==> src/design/nhcs_pkg.sv <==
`default_nettype none
package nhcs_pkg;

  // Largest map radius the walk supports; the controller clamps the map radius to it.
  localparam int MAX_MAP_RADIUS = 15;

  // Port field widths.
  localparam int PT_W       = 32;
  localparam int MD_W       = 31;
  localparam int CR_W       = 31;
  localparam int MR_W       = 4;
  localparam int OUT_IDX_W  = 10;
  localparam int OUT_QR_W   = 5;
  localparam int CFG_IDX_W  = 2;
  localparam int CFG_DATA_W = 32;

  // Configuration register indexes.
  localparam logic [CFG_IDX_W-1:0] REG_CELL_RADIUS = 2'd0;
  localparam logic [CFG_IDX_W-1:0] REG_MAP_RADIUS  = 2'd1;

  localparam logic [CR_W-1:0] CELL_RADIUS_RESET = 31'd65536;

  // Walk counters.
  localparam int QW    = $clog2(MAX_MAP_RADIUS + 1) + 1;
  localparam int K_W   = $clog2(2 * MAX_MAP_RADIUS + 1) + 1;
  localparam int CELLS = 3 * MAX_MAP_RADIUS * (MAX_MAP_RADIUS + 1) + 1;
  localparam int IDX_W = $clog2(CELLS);

  // Datapath widths; coordinates are in doubled Q16.16 units, sqrt(3) is Q1.30.
  localparam int SQ3_W   = 31;
  localparam logic [SQ3_W-1:0] SQRT3_Q30 = 31'd1859775393;
  localparam int PROD_W  = CR_W + SQ3_W;
  localparam int H_FRAC  = 30;
  localparam logic [PROD_W-1:0] H_ROUND = {{(PROD_W - H_FRAC){1'b0}}, 1'b1, {(H_FRAC - 1){1'b0}}};
  localparam int H_W     = 32;
  localparam int R3_W    = CR_W + 2;
  localparam int PX_W    = PT_W + 1;
  localparam int LIM_W   = MD_W + 1;
  localparam int LIMSQ_W = 2 * LIM_W;
  localparam int CX_W    = H_W + 1 + K_W;
  localparam int DX_W    = CX_W + 1;
  localparam int MAG_W   = DX_W;
  localparam int LO_W    = (MAG_W + 1) / 2;
  localparam int HI_W    = MAG_W - LO_W;
  localparam int SQ_W    = 2 * MAG_W;
  localparam int SUM_W   = SQ_W + 1;

  typedef struct packed {
    logic [CR_W-1:0] cell_radius;
    logic [MR_W-1:0] map_radius;
  } cfg_t;

  // Controller to datapath.
  typedef struct packed {
    logic             start;
    logic             setup;
    logic             round;
    logic             issue;
    logic             load_out;
    logic [QW-1:0]    q;
    logic [QW-1:0]    r;
    logic [IDX_W-1:0] idx;
  } cmd_t;

  // Datapath to controller.
  typedef struct packed {
    logic busy;
    logic out_hold;
  } stat_t;

endpackage
`default_nettype wire

==> src/design/nhcs_ctrl.sv <==
`default_nettype none
module nhcs_ctrl (
  input  wire logic                        clk,
  input  wire logic                        rst,
  input  wire logic                        in_valid,
  output logic                             in_ready,
  input  wire logic [nhcs_pkg::MR_W-1:0]   map_radius,
  input  wire nhcs_pkg::stat_t             stat,
  output nhcs_pkg::cmd_t                   cmd
);

  typedef enum logic [2:0] {
    S_IDLE,
    S_SETUP,
    S_ROUND,
    S_RUN,
    S_DRAIN,
    S_DONE
  } state_t;

  state_t state;
  logic signed [nhcs_pkg::QW-1:0] q;
  logic signed [nhcs_pkg::QW-1:0] r;
  logic [nhcs_pkg::IDX_W-1:0]     idx;
  logic signed [nhcs_pkg::QW-1:0] m;
  logic signed [nhcs_pkg::QW-1:0] q_inc;
  logic signed [nhcs_pkg::QW-1:0] row_end;
  logic signed [nhcs_pkg::QW-1:0] next_row_start;

  // First and last r of row q in a hexagon of radius mm.
  function automatic logic signed [nhcs_pkg::QW-1:0] row_min(
      input logic signed [nhcs_pkg::QW-1:0] qq, input logic signed [nhcs_pkg::QW-1:0] mm);
    if (qq < 0) row_min = -qq - mm;
    else row_min = -mm;
  endfunction

  function automatic logic signed [nhcs_pkg::QW-1:0] row_max(
      input logic signed [nhcs_pkg::QW-1:0] qq, input logic signed [nhcs_pkg::QW-1:0] mm);
    if (qq < 0) row_max = mm;
    else row_max = mm - qq;
  endfunction

  always_comb begin
    if (int'(map_radius) > nhcs_pkg::MAX_MAP_RADIUS) begin
      m = nhcs_pkg::QW'(nhcs_pkg::MAX_MAP_RADIUS);
    end else begin
      m = nhcs_pkg::QW'(map_radius);
    end
    q_inc          = q + nhcs_pkg::QW'(1);
    row_end        = row_max(q, m);
    next_row_start = row_min(q_inc, m);
  end

  assign in_ready     = (state == S_IDLE);
  assign cmd.start    = in_valid && (state == S_IDLE);
  assign cmd.setup    = (state == S_SETUP);
  assign cmd.round    = (state == S_ROUND);
  assign cmd.issue    = (state == S_RUN);
  assign cmd.load_out = (state == S_DONE) && !stat.out_hold;
  assign cmd.q        = q;
  assign cmd.r        = r;
  assign cmd.idx      = idx;

  always_ff @(posedge clk) begin
    if (rst) begin
      state <= S_IDLE;
      q     <= '0;
      r     <= '0;
      idx   <= '0;
    end else begin
      case (state)
        S_IDLE: begin
          if (in_valid) state <= S_SETUP;
        end
        S_SETUP: begin
          state <= S_ROUND;
        end
        S_ROUND: begin
          q     <= -m;
          r     <= row_min(-m, m);
          idx   <= '0;
          state <= S_RUN;
        end
        S_RUN: begin
          if (r == row_end) begin
            if (q == m) begin
              state <= S_DRAIN;
            end else begin
              q   <= q_inc;
              r   <= next_row_start;
              idx <= idx + nhcs_pkg::IDX_W'(1);
            end
          end else begin
            r   <= r + nhcs_pkg::QW'(1);
            idx <= idx + nhcs_pkg::IDX_W'(1);
          end
        end
        S_DRAIN: begin
          if (!stat.busy) state <= S_DONE;
        end
        S_DONE: begin
          if (!stat.out_hold) state <= S_IDLE;
        end
        default: begin
          state <= S_IDLE;
        end
      endcase
    end
  end

endmodule
`default_nettype wire

==> config.mk <==
export PLATFORM = sky130hd
export DESIGN_NAME = nhcs_ctrl
export DESIGN_NICKNAME = d
export VERILOG_FILES = /design/src/design/nhcs_pkg.sv /design/src/design/nhcs_ctrl.sv
export SDC_FILE = /design/constraint.sdc
export NUM_CORES = 1
export LEC_CHECK = 0
export BUFFER_PORTS_ARGS = -buffer_cell sky130_fd_sc_hd__buf_2
export CAP_MARGIN = 20
export CORE_MARGIN = 2
export CORE_UTILIZATION = 37
export DETAILED_ROUTE_END_ITERATION = 8
export GPL_TIMING_DRIVEN = 0
export PLACE_DENSITY = 0.67
export RECOVER_POWER = 100
export SETUP_SLACK_MARGIN = 0.02
export SKIP_CTS_REPAIR_TIMING = 1
export SLEW_MARGIN = 20
export SYNTH_ARGS = -nofsm -noshare
export SYNTH_HDL_FRONTEND = slang
export SYNTH_SLANG_ARGS = --single-unit
==> constraint.sdc <==
create_clock -name clk -period 4.63 [get_ports clk]
set_clock_uncertainty 0.15 [all_clocks]
set_input_delay 1.389 -clock clk [delete_from_list [all_inputs] [get_ports clk]]
set_output_delay 1.389 -clock clk [all_outputs]
set_load 0.1 [all_outputs]
==> flow_summary_export.csv <==
group,metric,value,unit
global_route,grt_overflow_total,0,
synthesis,synth_largest_area_cell,"dfxtp_1",
worst_setup_path,worstPathMaxFanout,10,
synthesis,synthesis.nets,296,
synthesis,synth.area.top_cells,"dfxtp_1, ha_1, mux2i_1, a21oi_1, xnor2_1",
cells_and_area,layout.filler_cells,569,
clock_tree,path_clk_slew,80,ps
synthesis,post_synth_mux_area_share,5.660,%
status,run_status,"finished, final reports clean",
synthesis,synth_top_area_share,21.70,%
placement,replace_congestion,0.8322,
die,coreArea,5507,µm²
synthesis,postSynth.topFlopCell,"dfxtp_1",
drt,wl_per_cell,14.29,µm
drt,initialDrtViolationCount,98,
cells_and_area,layout_commonest_cell,"clkbuf_1",
sta,period_minus_slack,4379,ps
die,io_pins,35,
synthesis,postSynth.asyncResetShare,0,%
synthesis,synth_fa_ha_area_share,15.21,%
pwr,switching_share,45.73,%
drt,detail_route.vias_per_cell,5.477,
flow_run,max_cap_viol_count,0,
worst_setup_path,worstSetupStartpointType,"input port",
pwr,power_density,279.0,nW/µm²
synthesis,yosysUniqueCellTypes,56,
global_route,grt_pass1_vias,1876,
cells_and_area,final_core_util,43.56,%
pwr,vdd_drop_max,0.1292,mV
sta,setup_violations,0,
placement,io_buffers,34,
sta,hold_violation_total_from_the_final_report,0,
cells_and_area,final_cell_mix,"clkbuf_1, dfxtp_1, inv_1, ha_1, a21oi_1",
worst_setup_path,setup.worst_path.class,"in -> reg",
drt,detail_route.wirelength,5330,µm
global_route,grt_antenna_before_repair,0,
worst_setup_path,required,4610,ps
synthesis,synth_compound_gate_area_share,21.23,%
pwr,switching_power,306.1,µW
clock_tree,cts_root_buf,"clkbuf_8",
global_route,gr-usage-all-layers,17.32,%
cells_and_area,final_net_count,335,
pwr,power.static_leakage,0.9170,nW
cells_and_area,drive_above_1_share,9.302,%
sta,setup_slack,250.7,ps
global_route,largest_net_degree_at_the_start_of_global_routing,13,
sta,tightestPinTransition,1172,ps
cells_and_area,synthToLayoutAreaGrowth,13.03,%
worst_hold_path,timing.hold.worst.start,"idx[9]",
clock_tree,ctsHtreeMaxLevel,1,
drt,drt_pass1_iterations,4,
worst_setup_path,timing.rr.start,"q[2]",
worst_hold_path,holdCritPathClass,"reg -> reg",
die,chipHeight,79.73,µm
synthesis,synthesis.area_per_instance,8.069,µm²
die,die_width,79.73,µm
die,fp-row-count,27,
worst_setup_path,worst-endpoint-arrival,4360,ps
worst_setup_path,setup.worst_path.start,"map_radius[0]",
worst_setup_path,r2r-end,"idx[3]",
clock_tree,clock_sink_count,23,
synthesis,synth_xor_xnor_area_share,7.017,%
clock_tree,clk_latency,270,ps
synthesis,yosysSeqAreaShare,21.70,%
sta,final-max-slew-violation-count,0,
worst_hold_path,min_delay_path_depth,2,
worst_hold_path,min_to,"idx[9]",
synthesis,synth_edf_count,0,
placement,post-dp-hpwl,4121,µm
drt,route.antenna.remaining_nets,0,
placement,placement.setup.worst_slack,-13.45,ps
clock_tree,clock_path_buffers,2,
die,floorplan.initialDensity,38.54,%
synthesis,synth.cell_area,2122,µm²
sta,unrepaired_setup_endpoints_after_global_routing,"no",
pwr,clkPwrFrac,19.1,%
cells_and_area,multi_input_area,1538,µm²
worst_setup_path,timing.critical_path.to_type,"register",
cells_and_area,antenna_cells,0,
pwr,cellInternalPower,363.2,µW
cells_and_area,area.sequential,460.4,µm²
synthesis,postSynthRegisterBits,23,
global_route,grt_first_pass_wirelength,8866,µm
clock_tree,cts_made_buffers,3,
synthesis,synth_top_family_by_area,"simple AND/OR/NAND/NOR gates",
drt,post_detailed_route_drc_marker_count,0,
worst_setup_path,timing.reg2reg.setup_slack,1130,ps
synthesis,synthesis.instances,263,
sta,relSlewSlack,22.17,%
sta,maxClockFrequency,228.3,MHz
worst_setup_path,worst_r2r_path_depth,10,
synthesis,yosys.area_share.simple,23.11,%
synthesis,yosysWarnings,0,
die,die_area,6357,µm²
clock_tree,tritoncts,"done",
drt,dr_total_vias,2043,
pwr,power.sequential.fraction,33.4,%
sta,final.period_utilization,94.59,%
pwr,share_comb_of_total_power,47.6,%
-- area by class of cell --
class | instances | area share [%]
Buffer | 10 | 1.982
Clock buffer | 4 | 1.878
Inverter | 21 | 3.286
Multi-Input combinational cell | 209 | 64.11
Sequential cell | 23 | 19.20
Tap cell | 72 | 3.756
Timing Repair Buffer | 34 | 5.790
-- power by group through the flow --
stage	Combinational, mW	Sequential [mW]	Clock, mW
finish	0.318	0.223	0.128
global route	0.343	0.225	0.142
CTS	0.322	0.223	0.133
detailed placement	0.320	0.228	0
global placement	0.315	0.227	0
floorplan	0.205	0.279	0
-- cells by family after synthesis --
group	count (synthesis)
mux	12
compound gates	63
simple gates	93
flops	23
buf+inv	31
fa+ha+maj	24
xor+xnor	17
-- critical path, stage by stage --
cell and delay [ps]:
buf_2 130, inv_1 230, ha_1 250, fa_1 220, and3b_1 190, a2111oi_2 400
xor2_1 210, a2111oi_4 720, a21o_1 230, clkbuf_2 200, or3_1 130, a21oi_1 60
-- Yosys cell counts, types with 4 or more instances --
cell type	count
mux2i_1	12
inv_1	21
clkbuf_1	7
nand2_1	17
xor2_1	7
ha_1	21
nand3_1	16
xnor2_1	10
a21oi_1	19
a31oi_1	4
o31ai_1	4
dfxtp_1	23
nor4_1	4
or3_1	4
o21ai_0	11
or2_2	4
nor3_1	8
nor2_1	17
-- metal layers --
layer  global-route usage [%]  up-vias  routed length (µm)
li1                         -     1039                   -
met1                    23.28      953                2498
met2                    29.24       45                2549
met3                    2.941        6                 214
met4                    3.390        0                  68
met5                        0        -                   0
-- flip-flops by register name, summed over array words and instances (netlist names) --
register and flops:
idx 10, q 5, r 5, state 3
-- through the flow --
step	instance area [µm²]	setup TNS, ps	total power, mW	instances	hold slack [ps]
3_3_place_gp	2387	0	0.5429	369	307.4
3_5_place_dp	2387	-13.45	0.5479	369	323.6
5_1_grt	2399	0	0.7107	373	372.4
6_report	2399	0	0.6692	373	337.6
4_1_cts	2432	0	0.6779	373	336.3
2_1_floorplan	2127	0	0.4845	263	462.7
-- worst max-delay path by stage --
stage          depth (start not counted)  slack (ps)  endpoint
6_report                              12         250    idx[3]
5_1_grt                               11          40      q[4]
2_1_floorplan                          3          20   cmd[23]
3_5_place_dp                          11         -10      q[4]
4_1_cts                               11         280      q[4]
3_3_place_gp                          11          30      q[4]
No activity file was read; power rests on OpenSTA's default activity.
