File: config.mk
export PLATFORM = sky130hd
export DESIGN_NAME = nhcs_regs
export DESIGN_NICKNAME = d
export VERILOG_FILES = /design/src/design/nhcs_pkg.sv /design/src/design/nhcs_regs.sv
export SDC_FILE = /design/constraint.sdc
export NUM_CORES = 1
export LEC_CHECK = 0
export BUFFER_PORTS_ARGS = -buffer_cell sky130_fd_sc_hd__buf_4
export CAP_MARGIN = 30
export CORE_MARGIN = 2
export CORE_UTILIZATION = 45
export CTS_BUF_LIST = sky130_fd_sc_hd__clkbuf_2
export DETAILED_ROUTE_END_ITERATION = 16
export PLACE_DENSITY = 0.85
export SETUP_SLACK_MARGIN = 0.5
export SYNTH_ARGS = -nofsm -noshare
export SYNTH_HDL_FRONTEND = slang
export SYNTH_SLANG_ARGS = --single-unit
File: constraint.sdc
create_clock -name clk -period 1.73 [get_ports clk]
set_input_delay 0.173 -clock clk [delete_from_list [all_inputs] [get_ports clk]]
set_output_delay 0.173 -clock clk [all_outputs]
set_load 0.05 [all_outputs]
File: src/design/nhcs_pkg.sv
`default_nettype none
package nhcs_pkg;

  // Largest map radius the walk supports; the controller clamps the map radius to it.
  localparam int MAX_MAP_RADIUS = 15;

  // Port field widths.
  localparam int PT_W       = 32;
  localparam int MD_W       = 31;
  localparam int CR_W       = 31;
  localparam int MR_W       = 4;
  localparam int OUT_IDX_W  = 10;
  localparam int OUT_QR_W   = 5;
  localparam int CFG_IDX_W  = 2;
  localparam int CFG_DATA_W = 32;

  // Configuration register indexes.
  localparam logic [CFG_IDX_W-1:0] REG_CELL_RADIUS = 2'd0;
  localparam logic [CFG_IDX_W-1:0] REG_MAP_RADIUS  = 2'd1;

  localparam logic [CR_W-1:0] CELL_RADIUS_RESET = 31'd65536;

  // Walk counters.
  localparam int QW    = $clog2(MAX_MAP_RADIUS + 1) + 1;
  localparam int K_W   = $clog2(2 * MAX_MAP_RADIUS + 1) + 1;
  localparam int CELLS = 3 * MAX_MAP_RADIUS * (MAX_MAP_RADIUS + 1) + 1;
  localparam int IDX_W = $clog2(CELLS);

  // Datapath widths; coordinates are in doubled Q16.16 units, sqrt(3) is Q1.30.
  localparam int SQ3_W   = 31;
  localparam logic [SQ3_W-1:0] SQRT3_Q30 = 31'd1859775393;
  localparam int PROD_W  = CR_W + SQ3_W;
  localparam int H_FRAC  = 30;
  localparam logic [PROD_W-1:0] H_ROUND = {{(PROD_W - H_FRAC){1'b0}}, 1'b1, {(H_FRAC - 1){1'b0}}};
  localparam int H_W     = 32;
  localparam int R3_W    = CR_W + 2;
  localparam int PX_W    = PT_W + 1;
  localparam int LIM_W   = MD_W + 1;
  localparam int LIMSQ_W = 2 * LIM_W;
  localparam int CX_W    = H_W + 1 + K_W;
  localparam int DX_W    = CX_W + 1;
  localparam int MAG_W   = DX_W;
  localparam int LO_W    = (MAG_W + 1) / 2;
  localparam int HI_W    = MAG_W - LO_W;
  localparam int SQ_W    = 2 * MAG_W;
  localparam int SUM_W   = SQ_W + 1;

  typedef struct packed {
    logic [CR_W-1:0] cell_radius;
    logic [MR_W-1:0] map_radius;
  } cfg_t;

  // Controller to datapath.
  typedef struct packed {
    logic             start;
    logic             setup;
    logic             round;
    logic             issue;
    logic             load_out;
    logic [QW-1:0]    q;
    logic [QW-1:0]    r;
    logic [IDX_W-1:0] idx;
  } cmd_t;

  // Datapath to controller.
  typedef struct packed {
    logic busy;
    logic out_hold;
  } stat_t;

endpackage
`default_nettype wire

File: src/design/nhcs_regs.sv
`default_nettype none
module nhcs_regs (
  input  wire logic                             clk,
  input  wire logic                             rst,
  input  wire logic                             wr_valid,
  output logic                                  wr_ready,
  input  wire logic [nhcs_pkg::CFG_IDX_W-1:0]   wr_index,
  input  wire logic [nhcs_pkg::CFG_DATA_W-1:0]  wr_data,
  output nhcs_pkg::cfg_t                        cfg
);

  assign wr_ready = 1'b1;

  always_ff @(posedge clk) begin
    if (rst) begin
      cfg.cell_radius <= nhcs_pkg::CELL_RADIUS_RESET;
      cfg.map_radius  <= '0;
    end else if (wr_valid) begin
      case (wr_index)
        nhcs_pkg::REG_CELL_RADIUS: cfg.cell_radius <= wr_data[nhcs_pkg::CR_W-1:0];
        nhcs_pkg::REG_MAP_RADIUS:  cfg.map_radius  <= wr_data[nhcs_pkg::MR_W-1:0];
        default: begin
        end
      endcase
    end
  end

endmodule
`default_nettype wire

==> results_dict.tcl, run 1 <==
set metrics [dict create \
    drive_gt1_frac 0.359 \
    grt_max_degree 67 \
    critPathMaxStageDelay_ns 0.38 \
    drc 0 \
    vias 1179 \
    grt_pass1_vias 1181 \
    cp.required_ns 1.56 \
    rr_startpoint "cfg[32]" \
    placed_area_um2 2090 \
    track_usage 0.159 \
    grt_antenna_before_repair 0 \
    cts_buffer_depth 2 \
    top_regs "cfg x35" \
    yosysTopAreaCell "dfxtp_1" \
    slowest_stage "dfxtp_1" \
    io_buffer_count 70 \
    powerDensity_nw_per_um2 705 \
    worst-path-max-fanout 2 \
    cts_buffers 5 \
    crit_type "flop to primary output" \
    io_pins 73 \
    synthFlopType "dfxtp_1" \
    fp-row-count 21 \
    routabilityCongestion 0.680 \
    r2r_setup_slack_ns 1.11 \
    syn_inst 150 \
    post-route-util 0.637 \
    ys_top_cells_by_area "dfxtp_1, nand2b_1, mux2i_1" \
    period_share 0.644 \
    die_x_um 63.1 \
    die_area_um2 3980 \
    cts_setup_buffers 0 \
    ir_worst_vdd_uv 508 \
    start_util 0.470 \
    postCtsHoldBufs 0 \
    placed_cells 256 \
    hpwl_um 2020 \
    setup_viol 0 \
    synth-seq-cells 35 \
    clk_pin_slew_ns 0.16 \
    final.fill_count 285 \
    min_period_ns 1.11 \
    die_y_um 63.1 \
    hp-start "wr_data[4]" \
    grt_setup_unrepaired "no" \
    power_mw 1.50 \
    drtPass1Iterations 4 \
    ys_seq_area_frac 0.447 \
    crit_buf_inv 1 \
    drt-initial-drc-count 40 \
    p_leak_nw 0.930 \
    fin_ws_ns 0.616 \
    fin_hold_ws_ns 0.0564 \
    endpoint_kind "primary output" \
    timing.final.max_slew_violations 0 \
    gr-total-overflow 0 \
    wl_per_cell_um 10.9 \
    async_flop_share 0 \
    cts_tree "built" \
    synthTopCellsByCount "nand2b_1, dfxtp_1, mux2i_1, clkbuf_1, buf_8" \
    crit_arrival_ns 0.94 \
    syn_nets 187 \
    outcome "completed" \
    worstSkewPairLatency_ns 0.35 \
    cts_max_level 2 \
    cts-root-buf "clkbuf_2" \
    viasPerCell 4.48 \
    synth_top_cell_area_share 0.447 \
    synth_edf_count 0 \
    netlist_area_um2 1570 \
    ant_nets 0 \
    multi_input_area_um2 788 \
    timing.critical_path.cells "buf_4" \
    post-place-ws_ns 0.627 \
    max_freq_mhz 897 \
    fin_cells 263 \
    grt_pass1_wl_um 5010 \
    fin_nets 254 \
    fin_skew_ns 0 \
    diodes 0 \
    routed_wl_um 2870 \
    synth_most_common_cell "nand2b_1" \
    ctsResizeCount 0 \
    largest_reg_flops 35 \
    crit_family "flip-flops" \
    stdcell_area_um2 2130 \
    regMostFlops "cfg" \
    r2r_cells 2 \
    finalSetupTns_ns 0 \
    yosysUniqueCellTypes 11 \
    reg2reg_to "cfg[32]" \
    regArea_um2 701 \
    core_area_um2 3340 \
    clock_sinks 35 \
    whs_endpoint "cfg[8]" \
    worst_setup_path_start_kind "flop" \
    drv_cap 0 \
    synth.avg_cell_area_um2 10.5 \
    hold_path_depth 3 \
    hold_class "primary input to flop" \
    finalHoldViolations 0 \
    ys_warn_count 0 \
    syn2layout_area_growth_pct 35.5 \
]
-- layer usage --
| metal | global-route usage | share of wire | routed length [um] | up-vias |
|---|---|---|---|---|
| li1 | - | - | - | 614 |
| met1 | 0.189 | 0.45 | 1290 | 516 |
| met2 | 0.251 | 0.44 | 1270 | 43 |
| met3 | 0.0714 | 0.093 | 266 | 6 |
| met4 | 0.0583 | 0.013 | 36 | 0 |
| met5 | 0 | 0 | 0 | - |
-- report_power, final --
part	internal [mW]	switching, mW
registers	0.835	0.0145
logic	0.144	0.177
clock network	0.0854	0.244
-- cell families after synthesis --
family | after synthesis | synth area share
other cells | 1 | 0.00239
simple gates | 68 | 0.277
buf+inv | 11 | 0.0510
flops | 35 | 0.447
mux | 35 | 0.223
-- worst register-to-register path, stage by stage, from the launching register on --
cell and delay (ns):
dfxtp_1 0.37, nand2b_1 0.06, mux2i_1 0.14
-- how the worst max path moves through the flow --
stage	from	endpoint	depth (start not counted)
finish	cfg[12]	cfg[12]	1
global route	cfg[28]	cfg[28]	1
CTS	cfg[12]	cfg[12]	1
detailed placement	wr_index[1]	cfg[32]	4
global placement	wr_index[1]	cfg[4]	4
floorplan	wr_index[1]	cfg[10]	3
-- final cells by class --
class                           instances  area share
Timing Repair Buffer                   71       0.257
Clock inverter                          2     0.00412
Clock buffer                            5      0.0118
Tap cell                               46      0.0271
Sequential cell                        35       0.330
Multi-Input combinational cell        104       0.371
-- layout by cell type (no fill, tap or decap), drive strengths merged --
cell | Yosys | layout
mux2i | 35 | 35
nor2 | 2 | 2
nand2b | 64 | 64
nor3b | 1 | 1
nand3b | 1 | 1
dfxtp | 35 | 35
buf | 5 | 71
clkbuf | 6 | 5
clkinv | 0 | 2
conb | 1 | 1
(Power assumes the default switching activity.)
==> run 2: changes to the inputs <==
==> constraint.sdc (replaced) <==
create_clock -name clk -period 1.2 [get_ports clk]
set_input_delay 0.12 -clock clk [delete_from_list [all_inputs] [get_ports clk]]
set_output_delay 0.12 -clock clk [all_outputs]
set_load 0.05 [all_outputs]
==> run 2 against run 1 <==
Sequential power increased by 46%. Sequential cell count stayed put. Largest power group unchanged. Global-route usage grew 4.9 points. Routed wire length rose by 52%. Count of clock-buffer cells in the layout increased by 2.
==> results_dict.tcl, run 2 (same netlist as run 1, synthesis figures left out) <==
set metrics [dict create \
    gr-total-overflow 0 \
    hp-start "wr_data[0]" \
    core_area_um2 3340 \
    post-place-ws_ns 0.156 \
    ant_nets 0 \
    syn2layout_area_growth_pct 84.2 \
    crit_type "flop to primary output" \
    crit_start "cfg[14]" \
    clock_sinks 35 \
    routed_wl_um 4360 \
    placed_area_um2 2130 \
    grt_pass1_vias 1339 \
    mostFrequentLayoutCell "nand2b_1" \
    track_usage 0.207 \
    drtPass1Iterations 4 \
    timing.critical_path.cells "buf_8" \
    die_y_um 63.1 \
    start_util 0.470 \
    hold_path_depth 3 \
    critPathMaxStageDelay_ns 0.39 \
    fin_cells 309 \
    fp-row-count 21 \
    outcome "completed" \
    finalHoldViolations 0 \
    worst_setup_path_start_kind "flop" \
    cts_max_level 2 \
    grt_setup_unrepaired "yes" \
    fin_nets 300 \
    fin_skew_ns 0 \
    powerDensity_nw_per_um2 836 \
    final.fill_count 173 \
    viasPerCell 4.44 \
    top_regs "cfg x35" \
    fin_ws_ns 0.171 \
    crit_family "flip-flops" \
    setup_viol 0 \
    p_leak_nw 1.24 \
    grt_max_degree 36 \
    crit_arrival_ns 0.91 \
    drv_cap 0 \
    cp.required_ns 1.08 \
    stdcell_area_um2 2890 \
    cts_tree "built" \
    vias 1372 \
    cts_buffers 5 \
    io_pins 73 \
    period_share 0.858 \
    worstSkewPairLatency_ns 0.37 \
    min_period_ns 1.03 \
    ir_worst_vdd_uv 736 \
    grt_antenna_before_repair 0 \
    hold_class "primary input to flop" \
    regMostFlops "cfg" \
    clk_pin_slew_ns 0.17 \
    largest_reg_flops 35 \
    endpoint_kind "primary output" \
    wl_per_cell_um 14.1 \
    hpwl_um 2130 \
    routabilityCongestion 0.656 \
    cts_buffer_depth 2 \
    final_cell_mix "nand2b_1, buf_4, mux2i_1" \
    drc 0 \
    drive_gt1_frac 0.510 \
    slowest_stage "dfxtp_2" \
    die_area_um2 3980 \
    drt-initial-drc-count 27 \
    crit_buf_inv 1 \
    grt_pass1_wl_um 6380 \
    max_freq_mhz 972 \
    die_x_um 63.1 \
    worst-path-max-fanout 2 \
    rr_startpoint "cfg[29]" \
    finalSetupTns_ns 0 \
    placed_cells 258 \
    timing.final.max_slew_violations 0 \
    crit_cells 1 \
    fin_hold_ws_ns 0.0733 \
    diodes 0 \
    io_buffer_count 70 \
    r2r_cells 3 \
    cts-root-buf "clkbuf_2" \
]
run 2: cell types whose count changed in the layout (fill, tap and decap cells not counted), moves of 3 or more:
| cell | change |
|---|---|
| buf_4 | -26 |
| buf_6 | +14 |
| buf_8 | +28 |
| dfxtp_1 | -35 |
| dfxtp_2 | +32 |
| dfxtp_4 | +3 |
| dlygate4sd3_1 | +29 |
run 2: final timing paths:
check | end | slack (ns)
max reg2reg | cfg[29] | 0.40
min | cfg[0] | 0.07
min reg2reg | cfg[32] | 0.50
max | cfg[14] | 0.17
run 2: what timing repair did:
| item | CTS | global route |
|---|---|---|
| setup buffers | 3 | 12 |
| endpoints found under the setup margin | 35 | 42 |
| cloned | 0 | 0 |
| gates resized for setup | 83 | 20 |
| hold buffers | 29 | 0 |
| endpoints found under the hold margin | 29 | 0 |
run 2: per-layer routing:
layer | GRT usage | vias to the layer above | wire length (um)
met4 | 0.0722 | 0 | 15
li1 | - | 709 | -
met2 | 0.374 | 47 | 2350
met5 | 0 | - | 0
met3 | 0.0607 | 2 | 235
met1 | 0.231 | 614 | 1760
run 2: stage by stage:
stage,power [mW],util
after detailed placement,1.72,0.639
after global routing,2.53,0.866
final,2.42,0.866
after floorplan,1.55,-
after global placement,1.72,0.639
after CTS,2.37,0.814
run 2: cell type report:
| type | instances | area, um^2 | share of cell area |
|---|---|---|---|
| Timing Repair Buffer | 117 | 1240 | 0.429 |
| Multi-Input combinational cell | 104 | 807 | 0.279 |
| Sequential cell | 35 | 752 | 0.260 |
| Tap cell | 46 | 57.6 | 0.0199 |
| Clock buffer | 7 | 35.0 | 0.0121 |
run 2: power by group:
group          internal [mW]  total [mW]  switching (mW)  leakage, nW
clock                  0.152       0.521           0.369       0.0291
combinational          0.355       0.652           0.297        0.912
sequential              1.21        1.24          0.0370        0.301
